**src/rtl/rts_pkg.sv**
```systemverilog
// Shared types and codes for the record table search/insert/delete unit.
// Holds request/response payloads, the record layout, codes and the FSM state type.
// No dependencies.
package rts_pkg;

    localparam int DEPTH_DEF = 64;

    localparam int KIND_W   = 2;
    localparam int KEY_W    = 32;
    localparam int AGE_W    = 8;
    localparam int LABEL_W  = 64;
    localparam int STATUS_W = 2;
    localparam int SLOT_W   = 6;
    localparam int FILL_W   = 7;

    localparam logic [KIND_W-1:0] KIND_SEARCH = 2'd0;
    localparam logic [KIND_W-1:0] KIND_INSERT = 2'd1;
    localparam logic [KIND_W-1:0] KIND_DELETE = 2'd2;

    localparam logic [STATUS_W-1:0] ST_DONE = 2'd0;
    localparam logic [STATUS_W-1:0] ST_MISS = 2'd1;
    localparam logic [STATUS_W-1:0] ST_FULL = 2'd2;

    typedef struct packed {
        logic [KIND_W-1:0]        kind;
        logic signed [KEY_W-1:0]  key;
        logic [AGE_W-1:0]         age;
        logic [LABEL_W-1:0]       label;
    } req_t;

    typedef struct packed {
        logic [STATUS_W-1:0] status;
        logic [SLOT_W-1:0]   slot;
        logic [FILL_W-1:0]   fill;
    } rsp_t;

    typedef struct packed {
        logic signed [KEY_W-1:0] key;
        logic [AGE_W-1:0]        age;
        logic [LABEL_W-1:0]      label;
    } rec_t;

    typedef enum logic [2:0] {
        S_IDLE,
        S_DISPATCH,
        S_SCAN,
        S_SHIFT,
        S_REPLY
    } state_t;

    typedef struct packed {
        logic accept;
        logic do_insert;
        logic res_full;
        logic res_hit;
        logic res_miss;
        logic start_shift;
        logic step;
        logic shift_wr;
        logic dec_count;
        logic load_out;
    } cmd_t;

    typedef struct packed {
        logic is_insert;
        logic is_delete;
        logic full;
        logic match;
        logic scan_end;
        logic out_free;
    } sts_t;

endpackage

```
**src/rtl/rts_ctrl.sv**
```systemverilog
// Controller FSM for the record table: sequences dispatch, scan, shift and reply.
// Depends on rts_pkg (state, command and status types).
module rts_ctrl (
    input  logic          clk,
    input  logic          rst_n,
    input  logic          req_valid,
    input  rts_pkg::sts_t sts,
    output rts_pkg::cmd_t cmd,
    output logic          busy
);

    rts_pkg::state_t state_reg;
    rts_pkg::state_t state_next;

    always_ff @(posedge clk or negedge rst_n)
    begin
        if (!rst_n)
        begin
            state_reg <= rts_pkg::S_IDLE;
        end
        else
        begin
            state_reg <= state_next;
        end
    end

    always_comb
    begin
        state_next = state_reg;
        case (state_reg)
            rts_pkg::S_IDLE:
            begin
                if (req_valid)
                begin
                    state_next = rts_pkg::S_DISPATCH;
                end
            end
            rts_pkg::S_DISPATCH:
            begin
                state_next = sts.is_insert ? rts_pkg::S_REPLY : rts_pkg::S_SCAN;
            end
            rts_pkg::S_SCAN:
            begin
                if (sts.match)
                begin
                    state_next = sts.is_delete ? rts_pkg::S_SHIFT : rts_pkg::S_REPLY;
                end
                else if (sts.scan_end)
                begin
                    state_next = rts_pkg::S_REPLY;
                end
            end
            rts_pkg::S_SHIFT:
            begin
                if (sts.scan_end)
                begin
                    state_next = rts_pkg::S_REPLY;
                end
            end
            rts_pkg::S_REPLY:
            begin
                if (sts.out_free)
                begin
                    state_next = rts_pkg::S_IDLE;
                end
            end
            default:
            begin
                state_next = rts_pkg::S_IDLE;
            end
        endcase
    end

    always_comb
    begin
        cmd = '0;
        case (state_reg)
            rts_pkg::S_IDLE:
            begin
                cmd.accept = req_valid;
            end
            rts_pkg::S_DISPATCH:
            begin
                if (sts.is_insert)
                begin
                    cmd.res_full  = sts.full;
                    cmd.do_insert = !sts.full;
                end
            end
            rts_pkg::S_SCAN:
            begin
                if (sts.match)
                begin
                    cmd.res_hit     = 1'b1;
                    cmd.start_shift = sts.is_delete;
                end
                else if (sts.scan_end)
                begin
                    cmd.res_miss = 1'b1;
                end
                else
                begin
                    cmd.step = 1'b1;
                end
            end
            rts_pkg::S_SHIFT:
            begin
                cmd.shift_wr = 1'b1;
                if (sts.scan_end)
                begin
                    cmd.dec_count = 1'b1;
                end
                else
                begin
                    cmd.step = 1'b1;
                end
            end
            rts_pkg::S_REPLY:
            begin
                cmd.load_out = sts.out_free;
            end
            default:
            begin
                cmd = '0;
            end
        endcase
    end

    assign busy = (state_reg != rts_pkg::S_IDLE);

endmodule

```
**config.mk**
```make
export PLATFORM = sky130hd
export DESIGN_NAME = rts_ctrl
export DESIGN_NICKNAME = d
export VERILOG_FILES = /design/src/rtl/rts_pkg.sv /design/src/rtl/rts_ctrl.sv
export SDC_FILE = /design/constraint.sdc
export NUM_CORES = 1
export LEC_CHECK = 0
export BUFFER_PORTS_ARGS = -buffer_cell sky130_fd_sc_hd__buf_2
export CAP_MARGIN = 20
export CORE_AREA = 2 2 39 41
export DETAILED_ROUTE_END_ITERATION = 8
export DIE_AREA = 0 0 41 43
export HOLD_SLACK_MARGIN = 0.15
export PLACE_DENSITY = 0.54
export SYNTH_ARGS = -nofsm -noshare
export SYNTH_HDL_FRONTEND = slang
export SYNTH_SLANG_ARGS = --single-unit
```
**constraint.sdc**
```tcl
create_clock -name clk -period 2.6 [get_ports clk]
set_input_delay 0.39 -clock clk [delete_from_list [all_inputs] [get_ports clk]]
set_output_delay 0.39 -clock clk [all_outputs]
set_load 0.02 [all_outputs]
```
Word level (Yosys, flattened, before mapping)

Cells that the tools add are included.

Bits in registers: 3
Input port bits: 9
Output and inout port bits: 11
Logic and storage cells: 31

Equality and inequality tests: 6
Multiplexer cells: 20
Reductions and logical operators: 4

Operator list:

| operator             | number |
|---|---|
| $mux W3              | 7 |
| $pmux W3 S5          | 1 |
| $mux W1              | 8 |
| $eq A3 B2 Y1 const B | 2 |
| $mux W2              | 3 |
| $ne A2 B2 Y1 const B | 2 |
| $eq A3 B1 Y1 const B | 1 |
| $eq A3 B3 Y1 const B | 1 |
| $logic_not A3 Y1     | 1 |
| $reduce_bool A3 Y1   | 1 |
| $pmux W1 S2          | 1 |
| $reduce_and A2 Y1    | 1 |
| $logic_not A1 Y1     | 1 |

Depth between registers and ports, before layout

Depth after elaboration: 3
Mapped depth: 4
Mapped depth without buffers: 3

Least setup slack after synthesis

Ideal clock, no wire load.

Path type: register to output
From: reg state_reg[2]
To: out cmd[5] in the netlist's numbering
Data arrival time: 1379 ps
Data required time: 2210 ps
Path slack: 831 ps
Cell stages (with the launch flop): 4
Path buffers: 1
Cells stage by stage: dfrtp_1 > buf_2 > nand2b_1 > nor4b_1

RTL lines:

| element                  | RTL line       | text |
|---|---|---|
| start: declaration       | rts_ctrl.sv:12 | `rts_pkg::state_t state_reg;` |
| start signal: assignment | rts_ctrl.sv:19 | `state_reg <= rts_pkg::S_IDLE;` |
| start signal: assignment | rts_ctrl.sv:23 | `state_reg <= state_next;` |
| end: declaration         | rts_ctrl.sv:8  | `output rts_pkg::cmd_t cmd,` |

==> flow_summary_export.csv <==
group,metric,value,unit
floorplanning,die_x,41,microns
setup_path,end_kind,"output port",
clock_tree,post_cts_buffers,0,
detailed_routing,drt_iter0_markers,14,
clock_tree,htreeDepth,1,
setup_path,regToRegEndpoint,"state_reg[2]$_DFFE_PN0P_",
yosys,yosysSeqAreaShare,0.278,
cells_and_area,largest_reg_flops,3,
floorplanning,dieArea,1760,sq um
setup_path,r2r-start,"state_reg[0]$_DFFE_PN0P_",
yosys,synthAdderAreaFrac,0,
timing,final_max_slew_viol_count,0,
power,powerDensity,952,nW/um^2
run_status,status,"complete, no violations",
setup_path,path_class,"reg -> out",
yosys,synthSimpleGateAreaFrac,0.477,
cells_and_area,drive_gt1_frac,0.436,
floorplanning,die_h,43,microns
yosys,synth_top_area_cell,"dfrtp_1",
setup_path,cp_slowest_cell,"dfrtp_1",
timing,finalSetupViolations,0,
yosys,synth_top_area_frac,0.278,
setup_path,worstPathRequired,2.21,ns
power,power.leakage,0.221,nW
cells_and_area,fillCellCount,155,
clock_tree,clockBufferDepth,2,
setup_path,reg2reg_depth,2,
global_routing,grt_pass1_vias,262,
detailed_routing,detail_route.first_pass.iterations,4,
detailed_routing,via_per_inst,4.61,
placed_design,place.gp.congestion,0.689,
cells_and_area,multi_input_area,168,sq um
floorplanning,num_rows,14,
job,drv_cap,0,
global_routing,grt_pass1_wl,1070,microns
cells_and_area,utilization,0.293,
cells_and_area,num_antenna_cells,0,
yosys,avgSynthCellArea,8.19,sq um
setup_path,slowest_delay,0.44,ns
timing,timing.final.crit_share,0.667,
global_routing,antenna_found_initial,0,
yosys,synthMuxAreaShare,0,
yosys,ys_ff_latch,3,
detailed_routing,num_vias,327,
global_routing,grt_use_total,0.0937,
clock_tree,cts_tree,"yes",
yosys,synth_nets,42,
timing,clock-skew-final,0.000679,ns
global_routing,grt_max_degree,11,
detailed_routing,drc,0,
yosys,syn-cell-area,270,sq um
setup_path,reg2reg_setup_slack,1.40,ns
power,ir_worst_vdd,244,uV
global_routing,grt.overflow.total,0,
yosys,synthesis.instances,33,
cells_and_area,area_growth,50.0,%
clock_tree,cts_buffers,3,
yosys,synth_top_family_by_area,"simple AND/OR/NAND/NOR gates",
yosys,synth_xor_area_frac,0,
clock_tree,cts_sinks,3,
floorplanning,core-area,1380,sq um
placed_design,place_hpwl,523,microns
worst_hold_path,hp-class,"in -> async",
detailed_routing,wl_per_cell,9.79,microns
timing,worst_pin_slew,0.295,ns
timing,max_freq,0.576,GHz
clock_tree,clkTransAtPathRegs,0.04,ns
timing,min_period,1.74,ns
setup_path,path_cells,"inv_1, nand4b_1, nor2_1, buf_2",
timing,relSlewSlack,0.803,
floorplanning,initial_core_util,0.195,
yosys,ys_top_cells_by_area,"dfrtp_1, nor3_1, or4b_4, and3_1, nand2b_1",
setup_path,start_kind,"flop",
yosys,synth-compound-area-share,0.144,
yosys,yosysWarnings,0,
cells_and_area,fin_nets,65,
clock_tree,clock_latency,0.24,ns
detailed_routing,drt.antenna.violating_nets,0,
yosys,ys_types,23,
timing,rsz0062_at_grt,"no",
timing,finalSetupTns,0,ns
floorplanning,io_pins,20,
timing,hold_viol_final,0,
clock_tree,ctsRootBufferMaster,"clkbuf_4",
placed_design,io_buffers,19,
detailed_routing,drt-total-wl,695,microns
cells_and_area,regArea,75.1,sq um
setup_path,worstPathMaxFanout,7,
setup_path,worstPathArrival,1.35,ns
==> through the flow <==
stage,worst slack [ns],hold WS (ns),cells,total power (W),instance area (sq um)
after floorplan,0.831,0.0944,33,0.000258,270
after global placement,1.09,0.189,66,0.000301,369
after detailed placement,1.10,0.188,66,0.000302,369
after CTS,0.845,0.466,71,0.000390,405
after global routing,0.735,0.477,71,0.000420,405
final,0.865,0.468,71,0.000386,405
==> cell usage in the layout (no fill, tap or decap) <==
master,n
a21oi_1,1
a221oi_1,1
and2_1,1
and3_1,2
and3b_1,1
and4_1,1
buf_2,19
clkbuf_1,1
clkbuf_4,3
dfrtp_1,3
dlygate4sd3_1,1
inv_1,3
nand2_1,1
nand2b_1,2
nand3_1,1
nand3b_1,1
nand4b_1,1
nor2_1,3
nor2b_1,1
nor3_1,3
nor4b_1,1
o211ai_1,1
o211ai_2,1
o21ai_0,1
or4b_4,1
==> synthesized netlist by cell type, drive strengths merged <==
library cell / instances
nand3: 1
nand2: 1
and3: 2
or4b: 1
a21oi: 1
o21ai: 1
nand4b: 1
and4: 1
and2: 1
and3b: 1
buf: 2
nand3b: 1
a221oi: 1
inv: 3
nor2b: 1
nor3: 3
nand2b: 2
dfrtp: 3
nor2: 3
o211ai: 2
nor4b: 1
==> routing by layer <==
| metal | routed length (microns) | GRT usage | vias up |
|---|---|---|---|
| met3 | 58 | 0.0157 | 2 |
| met2 | 302 | 0.106 | 16 |
| li1 | - | - | 165 |
| met4 | 19 | 0.100 | 0 |
| met5 | 0 | 0 | - |
| met1 | 316 | 0.133 | 144 |
==> cells by family after synthesis <==
kind of cell | count (synthesis)
DFF | 3
and+or+nand+nor | 20
AOI/OAI and AO/OA | 5
buffers and inverters | 5
==> report_power, final <==
group          internal (W)  switching [W]
Combinational     0.0000808       0.000110
Clock             0.0000577      0.0000269
Sequential        0.0000662      0.0000446
Total              0.000205       0.000181
==> worst max-delay path, delay by kind of cell (launching register included) <==
kind                   cells  cell delay [ns]
buffers and inverters      2             0.36
DFF                        1             0.44
and+or+nand+nor            2             0.31
==> what timing repair did <==
item | CTS | global route
hold endpoints to repair | 3 | 0
hold buffers | 1 | 0
gates resized for setup | 0 | 0
==> area by class of cell <==
class / instances / share of cell area
multi-input cells: 25 / 0.414
repair buffers: 20 / 0.259
clock buffers: 4 / 0.0648
well taps: 16 / 0.0494
flip-flops and latches: 3 / 0.185
inverters: 3 / 0.0278
==> how the worst max path moves through the flow <==
| stage | start | to | cells after the start |
|---|---|---|---|
| 3_5_place_dp | state_reg[1]$_DFFE_PN0P_ | cmd[8] | 4 |
| 2_1_floorplan | state_reg[2]$_DFFE_PN0P_ | cmd[5] | 3 |
| 6_report | state_reg[1]$_DFFE_PN0P_ | cmd[8] | 4 |
| 4_1_cts | state_reg[1]$_DFFE_PN0P_ | cmd[8] | 4 |
| 5_1_grt | state_reg[1]$_DFFE_PN0P_ | cmd[7] | 4 |
| 3_3_place_gp | state_reg[2]$_DFFE_PN0P_ | cmd[5] | 3 |
(Power assumes the default switching activity.)
